### config.mk
export PLATFORM = sky130hd
export DESIGN_NAME = seven_segment_serial_multiplexer_flat
export DESIGN_NICKNAME = d
export VERILOG_FILES = /design/src/sv/ssm_pkg.sv /design/src/sv/ssm_if.sv /design/src/sv/ssm_receiver.sv /design/src/sv/ssm_scan.sv /design/src/sv/seven_segment_serial_multiplexer.sv /design/src/flat_wrapper.sv
export SDC_FILE = /design/constraint.sdc
export NUM_CORES = 1
export LEC_CHECK = 0
export BUFFER_PORTS_ARGS = -buffer_cell sky130_fd_sc_hd__buf_2
export CAP_MARGIN = 20
export CORE_ASPECT_RATIO = 1.75
export CORE_MARGIN = 2
export CORE_UTILIZATION = 42
export CTS_CLUSTER_DIAMETER = 80
export CTS_CLUSTER_SIZE = 12
export DETAILED_ROUTE_END_ITERATION = 10
export MAX_ROUTING_LAYER = met4
export PLACE_DENSITY = 0.69
export RECOVER_POWER = 50
export SLEW_MARGIN = 20
export SYNTH_ARGS = -nofsm -noshare
export SYNTH_HDL_FRONTEND = slang
export SYNTH_HIERARCHICAL = 1
export SYNTH_SLANG_ARGS = --single-unit
export TNS_END_PERCENT = 10
### constraint.sdc
create_clock -name clk_i -period 3.1 [get_ports clk_i]
set_input_delay 0.62 -clock clk_i [delete_from_list [all_inputs] [get_ports clk_i]]
set_output_delay 0.62 -clock clk_i [all_outputs]
set_load 0.01 [all_outputs]
### src/sv/ssm_pkg.sv
// Shared types and constants for the serial seven-segment display multiplexer.
package ssm_pkg;

  localparam int unsigned MAX_DISPLAYS = 4;
  localparam int unsigned IDX_W        = $clog2(MAX_DISPLAYS);
  localparam int unsigned SEARCH_STEPS = 12;

  localparam logic [3:0] GLYPH_DOT_ROUND = 4'd10;
  localparam logic [3:0] GLYPH_BLANK     = 4'd15;
  localparam logic [3:0] DIGIT_LIMIT     = 4'd10;
  localparam logic [2:0] FRAME_LAST_BIT  = 3'd4;
  localparam logic [7:0] TIMEOUT_RESET   = 8'd3;

  typedef logic [MAX_DISPLAYS-1:0][3:0] digits_t;

  // Digit store after reset: entry 0 is 1, then 8, 2, 1.
  localparam digits_t DIGITS_RESET = {4'd1, 4'd2, 4'd8, 4'd1};

  typedef struct packed {
    digits_t     digits;
    logic [3:0]  dot_bits;
  } disp_t;

  typedef struct packed {
    logic [3:0] glyph;
    logic [3:0] display_mask;
    logic       dot_round;
  } result_t;

  typedef enum logic {
    SCAN_IDLE,
    SCAN_RUN
  } scan_state_e;

endpackage

### src/sv/ssm_if.sv
// Valid/ready channel interfaces for input items and result words.
interface ssm_in_if;
  logic valid;
  logic ready;
  logic mode;
  logic data_bit;

  modport source (output valid, output mode, output data_bit, input ready);
  modport sink   (input valid, input mode, input data_bit, output ready);
endinterface

interface ssm_out_if;
  logic       valid;
  logic       ready;
  logic [3:0] glyph;
  logic [3:0] display_mask;
  logic       dot_round;

  modport source (output valid, output glyph, output display_mask, output dot_round,
                  input ready);
  modport sink   (input valid, input glyph, input display_mask, input dot_round,
                  output ready);
endinterface

### src/sv/ssm_receiver.sv
// Serial frame receiver: gathers 5-bit frames into the digit store and dot mask.
module ssm_receiver #(
  parameter int unsigned NUM_DISPLAYS = 4
) (
  input  logic          clk_i,
  input  logic          rst_ni,
  input  logic          edge_en_i,
  input  logic          tick_en_i,
  input  logic          data_bit_i,
  input  logic [7:0]    timeout_i,
  output logic          receiving_o,
  output ssm_pkg::disp_t disp_o
);
  import ssm_pkg::*;

  logic       recv_q, recv_d;
  logic [4:0] frame_q, frame_d;
  logic [2:0] bitpos_q, bitpos_d;
  logic [2:0] count_q, count_d;
  logic [7:0] ticks_q, ticks_d;
  digits_t    digits_q, digits_d;
  logic [3:0] dot_q, dot_d;
  logic [4:0] frame_new;
  logic [7:0] ticks_dec;

  assign frame_new = frame_q | (5'(data_bit_i) << bitpos_q);
  assign ticks_dec = ticks_q - 8'd1;

  always_comb begin
    recv_d   = recv_q;
    frame_d  = frame_q;
    bitpos_d = bitpos_q;
    count_d  = count_q;
    ticks_d  = ticks_q;
    digits_d = digits_q;
    dot_d    = dot_q;
    if (edge_en_i) begin
      if (!recv_q) begin
        // opening edge: data bit ignored
        recv_d   = 1'b1;
        ticks_d  = timeout_i;
        count_d  = '0;
        dot_d    = '0;
        bitpos_d = '0;
        frame_d  = '0;
      end else begin
        ticks_d = timeout_i;
        if (bitpos_q == FRAME_LAST_BIT) begin
          frame_d  = '0;
          bitpos_d = '0;
          if (frame_new[4]) begin
            dot_d[count_q[IDX_W-1:0]] = 1'b1;
          end
          // drop values of ten or more
          if (frame_new[3:0] < DIGIT_LIMIT) begin
            digits_d[count_q[IDX_W-1:0]] = frame_new[3:0];
            count_d = count_q + 3'd1;
          end
          if (count_d >= 3'(NUM_DISPLAYS)) begin
            recv_d  = 1'b0;
            ticks_d = '0;
          end
        end else begin
          frame_d  = frame_new;
          bitpos_d = bitpos_q + 3'd1;
        end
      end
    end else if (tick_en_i) begin
      ticks_d = ticks_dec;
      if (ticks_dec == 8'd0) begin
        recv_d = 1'b0;
        dot_d  = 4'b0001;
      end
    end
  end

  always_ff @(posedge clk_i or negedge rst_ni) begin
    if (!rst_ni) begin
      recv_q   <= 1'b0;
      frame_q  <= '0;
      bitpos_q <= '0;
      count_q  <= '0;
      ticks_q  <= '0;
      digits_q <= DIGITS_RESET;
      dot_q    <= '0;
    end else begin
      recv_q   <= recv_d;
      frame_q  <= frame_d;
      bitpos_q <= bitpos_d;
      count_q  <= count_d;
      ticks_q  <= ticks_d;
      digits_q <= digits_d;
      dot_q    <= dot_d;
    end
  end

  assign receiving_o     = recv_q;
  assign disp_o.digits   = digits_q;
  assign disp_o.dot_bits = dot_q;

endmodule

### src/sv/ssm_scan.sv
// Glyph search: steps a shared compare unit one glyph per cycle unless stalled.
module ssm_scan #(
  parameter int unsigned NUM_DISPLAYS = 4
) (
  input  logic             clk_i,
  input  logic             rst_ni,
  input  logic             start_i,
  input  ssm_pkg::disp_t   disp_i,
  output logic             busy_o,
  output logic             out_valid_o,
  input  logic             out_ready_i,
  output ssm_pkg::result_t out_res_o
);
  import ssm_pkg::*;

  scan_state_e state_q, state_d;
  logic [3:0]  cursor_q, cursor_d;
  logic [3:0]  step_q, step_d;
  logic        out_valid_q, out_valid_d;
  result_t     out_res_q, out_res_d;

  logic [3:0]  mask;
  logic        hit;
  logic        slot_free;
  logic [3:0]  cursor_next;
  result_t     cand;

  // Shared compare unit: match the cursor glyph against every display.
  always_comb begin
    mask = '0;
    for (int i = 0; i < int'(NUM_DISPLAYS); i++) begin
      if (disp_i.digits[i] == cursor_q) begin
        mask = mask | (4'd1 << (NUM_DISPLAYS - 1 - i));
      end
    end
  end

  assign slot_free = !out_valid_q || out_ready_i;

  // Step outputs
  always_comb begin
    if (cursor_q >= GLYPH_DOT_ROUND) begin
      hit               = disp_i.dot_bits != 4'd0;
      cand.glyph        = GLYPH_BLANK;
      cand.display_mask = disp_i.dot_bits;
      cand.dot_round    = 1'b1;
      cursor_next       = '0;
    end else begin
      hit               = mask != 4'd0;
      cand.glyph        = cursor_q;
      cand.display_mask = mask;
      cand.dot_round    = 1'b0;
      cursor_next       = cursor_q + 4'd1;
    end
  end

  // Next state
  always_comb begin
    state_d = state_q;
    case (state_q)
      SCAN_IDLE: begin
        if (start_i) state_d = SCAN_RUN;
      end
      SCAN_RUN: begin
        if (hit) begin
          if (slot_free) state_d = SCAN_IDLE;
        end else if (step_q == 4'(SEARCH_STEPS - 1)) begin
          state_d = SCAN_IDLE;
        end
      end
      default: state_d = SCAN_IDLE;
    endcase
  end

  // Datapath updates
  always_comb begin
    cursor_d    = cursor_q;
    step_d      = step_q;
    out_res_d   = out_res_q;
    out_valid_d = out_valid_q && !out_ready_i;
    case (state_q)
      SCAN_IDLE: begin
        step_d = '0;
      end
      SCAN_RUN: begin
        if (hit) begin
          // hold the step until the output register frees up
          if (slot_free) begin
            cursor_d    = cursor_next;
            out_res_d   = cand;
            out_valid_d = 1'b1;
          end
        end else begin
          cursor_d = cursor_next;
          step_d   = step_q + 4'd1;
        end
      end
      default: step_d = '0;
    endcase
  end

  always_ff @(posedge clk_i or negedge rst_ni) begin
    if (!rst_ni) begin
      state_q     <= SCAN_IDLE;
      cursor_q    <= '0;
      step_q      <= '0;
      out_valid_q <= 1'b0;
    end else begin
      state_q     <= state_d;
      cursor_q    <= cursor_d;
      step_q      <= step_d;
      out_valid_q <= out_valid_d;
    end
  end

  always_ff @(posedge clk_i) begin
    out_res_q <= out_res_d;
  end

  assign busy_o      = state_q != SCAN_IDLE;
  assign out_valid_o = out_valid_q;
  assign out_res_o   = out_res_q;

endmodule

### src/sv/seven_segment_serial_multiplexer.sv
// A serial edge or a tick during reception updates the receiver and gives no word.
// A tick outside reception starts the glyph search, one glyph per cycle through the
// compare unit unless a hit waits on a full output register; the word then lands in the
// output register, later while a previous word still waits on out ready.
// Input ready is low while the search runs, so no new item is taken until it ends.
// Reset: timeout 3, digit store 1 8 2 1, dot mask clear, glyph cursor at 0, idle.
module seven_segment_serial_multiplexer #(
  parameter int unsigned NUM_DISPLAYS = 4
) (
  input  logic       clk_i,
  input  logic       rst_ni,
  input  logic       cfg_we_i,
  input  logic [7:0] cfg_wdata_i,
  ssm_in_if.sink     in_i,
  ssm_out_if.source  out_o
);
  import ssm_pkg::*;

  logic [7:0] timeout_q;
  logic       in_fire;
  logic       receiving;
  logic       busy;
  logic       edge_en, tick_recv_en, scan_start;
  logic       out_valid;
  disp_t      disp;
  result_t    out_res;

  always_ff @(posedge clk_i or negedge rst_ni) begin
    if (!rst_ni) begin
      timeout_q <= TIMEOUT_RESET;
    end else if (cfg_we_i) begin
      timeout_q <= cfg_wdata_i;
    end
  end

  assign in_i.ready   = !busy;
  assign in_fire      = in_i.valid && !busy;
  assign edge_en      = in_fire && !in_i.mode;
  assign tick_recv_en = in_fire && in_i.mode && receiving;
  assign scan_start   = in_fire && in_i.mode && !receiving;

  ssm_receiver #(
    .NUM_DISPLAYS(NUM_DISPLAYS)
  ) u_receiver (
    .clk_i      (clk_i),
    .rst_ni     (rst_ni),
    .edge_en_i  (edge_en),
    .tick_en_i  (tick_recv_en),
    .data_bit_i (in_i.data_bit),
    .timeout_i  (timeout_q),
    .receiving_o(receiving),
    .disp_o     (disp)
  );

  ssm_scan #(
    .NUM_DISPLAYS(NUM_DISPLAYS)
  ) u_scan (
    .clk_i      (clk_i),
    .rst_ni     (rst_ni),
    .start_i    (scan_start),
    .disp_i     (disp),
    .busy_o     (busy),
    .out_valid_o(out_valid),
    .out_ready_i(out_o.ready),
    .out_res_o  (out_res)
  );

  assign out_o.valid        = out_valid;
  assign out_o.glyph        = out_res.glyph;
  assign out_o.display_mask = out_res.display_mask;
  assign out_o.dot_round    = out_res.dot_round;

endmodule

### src/flat_wrapper.sv
// flat-port wrapper written by rule: the top's interface ports become plain ports
module seven_segment_serial_multiplexer_flat import ssm_pkg::*;
#(
  parameter int unsigned NUM_DISPLAYS = 4
)
  (clk_i, rst_ni, cfg_we_i, cfg_wdata_i, in_i_valid, in_i_mode, in_i_data_bit, in_i_ready, out_o_valid, out_o_glyph, out_o_display_mask, out_o_dot_round, out_o_ready);
  ssm_in_if in_i_i ();
  ssm_out_if out_o_i ();
  input  logic clk_i;
  input  logic rst_ni;
  input  logic cfg_we_i;
  input  logic [7:0] cfg_wdata_i;
  input wire logic [$bits(in_i_i.valid)-1:0] in_i_valid;
  input wire logic [$bits(in_i_i.mode)-1:0] in_i_mode;
  input wire logic [$bits(in_i_i.data_bit)-1:0] in_i_data_bit;
  output wire logic [$bits(in_i_i.ready)-1:0] in_i_ready;
  output wire logic [$bits(out_o_i.valid)-1:0] out_o_valid;
  output wire logic [$bits(out_o_i.glyph)-1:0] out_o_glyph;
  output wire logic [$bits(out_o_i.display_mask)-1:0] out_o_display_mask;
  output wire logic [$bits(out_o_i.dot_round)-1:0] out_o_dot_round;
  input wire logic [$bits(out_o_i.ready)-1:0] out_o_ready;
  assign in_i_i.valid = in_i_valid;
  assign in_i_i.mode = in_i_mode;
  assign in_i_i.data_bit = in_i_data_bit;
  assign in_i_ready = in_i_i.ready;
  assign out_o_valid = out_o_i.valid;
  assign out_o_glyph = out_o_i.glyph;
  assign out_o_display_mask = out_o_i.display_mask;
  assign out_o_dot_round = out_o_i.dot_round;
  assign out_o_i.ready = out_o_ready;
  seven_segment_serial_multiplexer #(.NUM_DISPLAYS(NUM_DISPLAYS)) u_core (.clk_i(clk_i), .rst_ni(rst_ni), .cfg_we_i(cfg_we_i), .cfg_wdata_i(cfg_wdata_i), .in_i(in_i_i), .out_o(out_o_i));
endmodule
==> results of run 1 <==
==> kinds of logic after synthesis <==
kind of cell / count (synthesis) / synth area share
flip-flops: 67 / 0.465
buffers and inverters: 35 / 0.0458
XOR/XNOR: 19 / 0.0468
AO/OA/AOI/OAI: 84 / 0.156
multiplexers: 17 / 0.0582
adder cells (fa/ha/maj): 11 / 0.0370
AND/OR/NAND/NOR: 131 / 0.191
==> worst paths after layout <==
path                                                            start                                  endpoint  slack, ps  cells past startpoint
worst max-delay path            u_core/u_scan/cursor_q[0]$_DFFE_PN0P_  u_core/u_scan/out_res_o[8]$_SDFFCE_PP1P_        530                      7
worst min-delay path                  u_core/timeout_q[7]$_DFFE_PN0P_           u_core/timeout_q[7]$_DFFE_PN0P_        480                      1
worst max register to register  u_core/u_scan/cursor_q[0]$_DFFE_PN0P_  u_core/u_scan/out_res_o[8]$_SDFFCE_PP1P_        530                      7
worst min register to register        u_core/timeout_q[7]$_DFFE_PN0P_           u_core/timeout_q[7]$_DFFE_PN0P_        480                      1
max in group asynchronous                                      rst_ni     u_core/u_scan/cursor_q[3]$_DFFE_PN0P_       1530                      2
min in group asynchronous                                      rst_ni           u_core/timeout_q[3]$_DFFE_PN0P_        720                      2
==> cells in the final DEF (no fill, tap or decap), types with 6 or more instances in the layout <==
cell type and n:
sky130_fd_sc_hd__nand2_1 56, sky130_fd_sc_hd__dfrtp_1 52, sky130_fd_sc_hd__o21ai_0 28, sky130_fd_sc_hd__a21oi_1 20, sky130_fd_sc_hd__buf_2 19, sky130_fd_sc_hd__nor2_1 19, sky130_fd_sc_hd__xor2_1 18, sky130_fd_sc_hd__inv_1 17
sky130_fd_sc_hd__nand3_1 16, sky130_fd_sc_hd__ha_1 11, sky130_fd_sc_hd__clkbuf_16 9, sky130_fd_sc_hd__edfxtp_1 9, sky130_fd_sc_hd__mux2_1 8, sky130_fd_sc_hd__clkbuf_1 7, sky130_fd_sc_hd__o31ai_1 7, sky130_fd_sc_hd__dfstp_2 6
sky130_fd_sc_hd__mux2i_1 6
==> power by group through the flow <==
| stage | sequential [W] | clock [W] | combinational, W |
|---|---|---|---|
| global route | 0.00159 | 0.00114 | 0.00176 |
| finish | 0.00154 | 0.00109 | 0.00158 |
| CTS | 0.00154 | 0.00111 | 0.00159 |
| floorplan | 0.00146 | 0 | 0.00125 |
| global placement | 0.00154 | 0 | 0.00153 |
| detailed placement | 0.00155 | 0 | 0.00157 |
==> sequential cells by signal, indices dropped and copies added, names as in the netlist <==
name                           count
u_core/u_receiver/disp_o          16
u_core/u_scan/busy_o               1
u_core/u_scan/out_res_o            9
u_core/u_receiver/ticks_q          8
u_core/u_receiver/count_q          3
u_core/u_scan/cursor_q             4
u_core/timeout_q                   8
u_core/u_scan/out_valid_o          1
u_core/u_scan/step_q               4
u_core/u_receiver/bitpos_q         3
u_core/u_receiver/dot_q            4
u_core/u_receiver/receiving_o      1
u_core/u_receiver/frame_q          5
==> metrics by stage <==
step	cells	area [um^2]
after global routing	510	4210
after global placement	494	3930
after detailed placement	494	3930
after CTS	510	4250
after floorplan	364	3720
final	510	4210
==> layout make-up <==
class | count | area [um^2] | share of cell area
inverters | 18 | 67.6 | 0.0160
well taps | 117 | 146 | 0.0348
clock buffers | 11 | 243 | 0.0577
clock inverters | 5 | 76.3 | 0.0181
flip-flops and latches | 67 | 1730 | 0.411
multi-input cells | 262 | 1800 | 0.426
repair buffers | 30 | 153 | 0.0363
==> routing by layer <==
layer  track usage  vias up  wire length, um
li1              -     1345                -
met1         0.193     1357             2930
met2         0.334       65             4550
met3        0.0337       23              231
met4         0.111        0              314
met5             -        -                0
==> worst max-delay path, stage by stage, from the launching register on <==
cell	delay, ps
sky130_fd_sc_hd__dfrtp_1	490
sky130_fd_sc_hd__inv_1	130
sky130_fd_sc_hd__ha_1	240
sky130_fd_sc_hd__o31ai_2	240
sky130_fd_sc_hd__inv_2	170
sky130_fd_sc_hd__and2_1	220
sky130_fd_sc_hd__a21oi_2	280
sky130_fd_sc_hd__and3_1	450
==> results.toml, run 1 <==
[drt]
detailed_route_wire_length_per_cell_um = 15.7
post_drt_via_cell_ratio = 5.47
drc_errors = 0
route.antenna.remaining_nets = 0
drt-pass1-iter-count = 5
first_iter_violations = 172
detailroute.via_count = 2790
postRouteWirelength_mm = 8.03

[power_and_ir_drop]
power.ir.vdd_worst_uv = 362
power.net_switching_w = 0.00164
combPwrFrac = 0.375
power.static_leakage_nw = 1.85
power_w = 0.00420
power.share.clock = 0.258
swShare = 0.391
seq_power_share = 0.366
power_density_nw_per_um2 = 998
power_report.internal_total_w = 0.00256

[clocking]
cts.repair_timing.setup_buffer_count = 0
cts.root.buffer_cell = "sky130_fd_sc_hd__clkbuf_16"
cts.reportedPaths.clkPinSlew_ps = 60
ctsResizeCount = 0
cts_tree = "done"
cts-htree-levels = 3
number_of_hold_buffers_added_after_cts = 0
cts.sink_count = 67
clockBufferDepth = 2
cts_made_buffers = 9
worst_skew_pair.late_latency_ps = 330

[floorplan]
design.die.area_um2 = 9650
die_h_um = 128
die_width_um = 75.1
floorplan.initialDensity = 0.431
io_pins = 26
core_area_um2 = 8610
placement_rows = 45

[timing]
fin_ws_ps = 533
timing.final.setup_violations = 0
tightest_slew_ps = 1430
slew_headroom = 0.0487
setup_repair_after_global_routing_missed_its_margin = "false"
max_clock_freq_mhz = 390
tns_ps = 0
final_max_slew_viol_count = 0
timing.final.crit_period_ps = 2570
worst_clock_skew_ps = 7.24
worst_hold_slack_ps = 483
final-hold-violation-count = 0
finalCritPeriodShare = 0.828

[synth]
yosysMostFrequentCell = "sky130_fd_sc_hd__nand2_1"
post_synthesis_net_count = 390
synth_edf_count = 9
synth.top_cells.by_area = "sky130_fd_sc_hd__dfrtp_1 35%, sky130_fd_sc_hd__edfxtp_1 7.3%, sky130_fd_sc_hd__nand2_1 5.7%"
synth_async_sr_flop_share = 0.866
ys_seq_area_frac = 0.465
synth_top_area_cell = "sky130_fd_sc_hd__dfrtp_1"
synth_top_area_frac = 0.350
netlist_instances = 364
syn_area_per_cell_um2 = 10.2
yosys_warnings = 6
netlist_area_um2 = 3720
postSynth.topFlopCell = "sky130_fd_sc_hd__dfrtp_1"
synth_common_cells = "56 x sky130_fd_sc_hd__nand2_1, 52 x sky130_fd_sc_hd__dfrtp_1, 28 x sky130_fd_sc_hd__o21ai_0, 20 x sky130_fd_sc_hd__a21oi_1, 19 x sky130_fd_sc_hd__nor2_1"
synth_seq_cells = 67
synthDistinctLibCells = 62

[setup_path]
critPathCaptureType = "flip-flop"
cp_max_fo = 11
timing_worst_setup_path_type = "flip-flop to flip-flop"
worstSetupStartpointType = "flip-flop"
crit_required_ps = 3080
critPathArrivalTime_ps = 2550

[cells_and_area]
nFillCells = 816
nets = 414
drive_above_1_share = 0.173
number_of_diodes_added_for_antenna_fixing = 0
post-route-util = 0.489
areaGrowthSynthToFinish_pct = 13.3

[grt]
global_routing_usage_summed_across_all_routing_layers = 0.192
grt_pass1_vias = 2916
antenna_violations_before_repair = 0
grt_max_degree = 59
grt_pass1_wl_mm = 13.6
globalRouteOverflowTotal = 0

[placed_design]
detailed_place_hpwl_mm = 5.84
preCtsSetupSlack_ps = 578
routabilityCongestion = 0.835
port-buffer-count = 25

[hold_path]
hp-class = "flip-flop to flip-flop"

[run]
max_cap_viols = 0

[run_status]
outcome = "complete, no violations"
No activity file was read; power rests on OpenSTA's default activity.
==> run 2, diff against run 1 <==
Settings changed: PLACE_DENSITY 0.69 to 0.71.
Clock period 3.1 ns to 2.1 ns, I/O delays scaled along.
==> run 2 against run 1 <==
  * Clock power increased by 58%
  * Via count increased by 8.2%
  * Critical path depth up 1
  * Non-clock buffer count up 30
==> results.toml, run 2 (synthesis results as in run 1) <==
[drt]
detailed_route_wire_length_per_cell_um = 16.4
postRouteWirelength_mm = 8.84
route.antenna.remaining_nets = 0
detailroute.via_count = 3018
drt-pass1-iter-count = 6
post_drt_via_cell_ratio = 5.59
first_iter_violations = 147
drc_errors = 0

[timing]
timing.final.crit_period_ps = 2060
finalCritPeriodShare = 0.979
timing.final.setup_violations = 0
setup_repair_after_global_routing_missed_its_margin = "true"
tightest_slew_ps = 844
worst_clock_skew_ps = 4.80
final_max_slew_viol_count = 0
tns_ps = 0
final-hold-violation-count = 0
max_clock_freq_mhz = 486
slew_headroom = 0.437

[floorplan]
floorplan.initialDensity = 0.431
die_h_um = 128
design.die.area_um2 = 9650
core_area_um2 = 8610
die_width_um = 75.1
io_pins = 26
placement_rows = 45

[placed_design]
port-buffer-count = 25
detailed_place.area_um2 = 4160
detailed_place_hpwl_mm = 6.38
routabilityCongestion = 0.892

[setup_path]
crit_required_ps = 2350
critPathCaptureType = "flip-flop"
cp_max_fo = 7
worstSetupStartpointType = "flip-flop"
critPathArrivalTime_ps = 2300
timing_worst_setup_path_type = "flip-flop to flip-flop"

[grt]
grt_max_degree = 47
global_routing_usage_summed_across_all_routing_layers = 0.209
grt_pass1_wl_mm = 14.8
globalRouteOverflowTotal = 0
antenna_violations_before_repair = 0
grt_pass1_vias = 3089

[cells_and_area]
areaGrowthSynthToFinish_pct = 23.5
final_cell_mix = "56 x sky130_fd_sc_hd__nand2_1, 48 x sky130_fd_sc_hd__dfrtp_1, 32 x sky130_fd_sc_hd__buf_4, 28 x sky130_fd_sc_hd__o21ai_0, 24 x sky130_fd_sc_hd__buf_2"
nets = 444
drive_above_1_share = 0.281
number_of_diodes_added_for_antenna_fixing = 0
design_area_um2 = 4590
layout_commonest_cell = "sky130_fd_sc_hd__nand2_1"
largest_reg_flops = 16

[clocking]
clockBufferDepth = 2
cts_tree = "done"
cts.reportedPaths.clkPinSlew_ps = 60
cts-htree-levels = 3
cts_made_buffers = 9
cts.root.buffer_cell = "sky130_fd_sc_hd__clkbuf_16"
worst_skew_pair.late_latency_ps = 330
cts.sink_count = 67

[run_status]
outcome = "complete, no violations"

[power_and_ir_drop]
power.ir.vdd_worst_uv = 680
power.static_leakage_nw = 2.04
power_density_nw_per_um2 = 1520

[run]
max_cap_viols = 0

[hold_path]
hp-class = "input port to flip-flop"
==> run 2: layout make-up <==
class | count | area (um^2)
tap | 117 | 146
clock inverter | 6 | 114
timing repair buffer | 60 | 405
clock buffer | 10 | 229
inverter | 18 | 70.1
fill | 735 | 4030
sequential | 67 | 1730
multi-input combinational | 262 | 1890
==> run 2: path summary, 6_finish.rpt <==
| check | startpoint | endpoint | slack, ps | depth (start not counted) |
|---|---|---|---|---|
| hold reg to reg | u_core/timeout_q[7]$_DFFE_PN0P_ | u_core/timeout_q[7]$_DFFE_PN0P_ | 490 | 1 |
| hold / removal | cfg_wdata_i[7] | u_core/timeout_q[7]$_DFFE_PN0P_ | 300 | 2 |
| max in group asynchronous | rst_ni | u_core/u_receiver/disp_o[11]$_DFFE_PN1P_ | 610 | 3 |
| min in group asynchronous | rst_ni | u_core/u_scan/cursor_q[3]$_DFFE_PN0P_ | 710 | 2 |
| setup / recovery | u_core/u_scan/cursor_q[0]$_DFFE_PN0P_ | u_core/u_scan/cursor_q[0]$_DFFE_PN0P_ | 40 | 8 |
| setup reg to reg | u_core/u_scan/cursor_q[0]$_DFFE_PN0P_ | u_core/u_scan/cursor_q[0]$_DFFE_PN0P_ | 40 | 8 |
==> run 2: per-stage QoR <==
stage                     power (W)  instances  setup slack, ps  utilization  hold WS, ps
after floorplan             0.00412        364            -12.8            -          124
after global placement      0.00494        518            -17.7        0.483          341
after detailed placement    0.00504        518            -85.0        0.483          348
after CTS                   0.00688        539             34.5        0.528          308
after global routing        0.00742        540            -3.84        0.533          288
final                       0.00699        540             43.8        0.533          300
==> run 2: routing by layer <==
metal  part of all wire  track usage  wire, um
met4              0.035       0.0987       309
met5                  0            -         0
met1               0.35        0.202      3130
met3              0.037       0.0407       324
met2               0.57        0.381      5080
==> run 2: power by group <==
part | switching, W | total (W) | internal (W)
Clock | 0.000557 | 0.00172 | 0.00116
Combinational | 0.00164 | 0.00301 | 0.00137
Sequential | 0.000468 | 0.00226 | 0.00179
Total | 0.00267 | 0.00699 | 0.00432
==> run 2: repair_timing <==
action | CTS | global route
hold buffers | 1 | 0
gates resized for setup | 3 | 12
hold endpoints to repair | 9 | 0
endpoints found under the setup margin | 13 | 24
setup buffers | 4 | 1
pin swaps | 4 | 2
==> run 2: worst max-delay path: stages (launching register included) <==
cell and delay (ps):
sky130_fd_sc_hd__dfrtp_2 490, sky130_fd_sc_hd__xor2_1 200, sky130_fd_sc_hd__nor4_2 280, sky130_fd_sc_hd__buf_4 180
sky130_fd_sc_hd__nor4_4 50, sky130_fd_sc_hd__buf_6 140, sky130_fd_sc_hd__o311ai_4 270, sky130_fd_sc_hd__buf_4 180
sky130_fd_sc_hd__mux2i_1 190
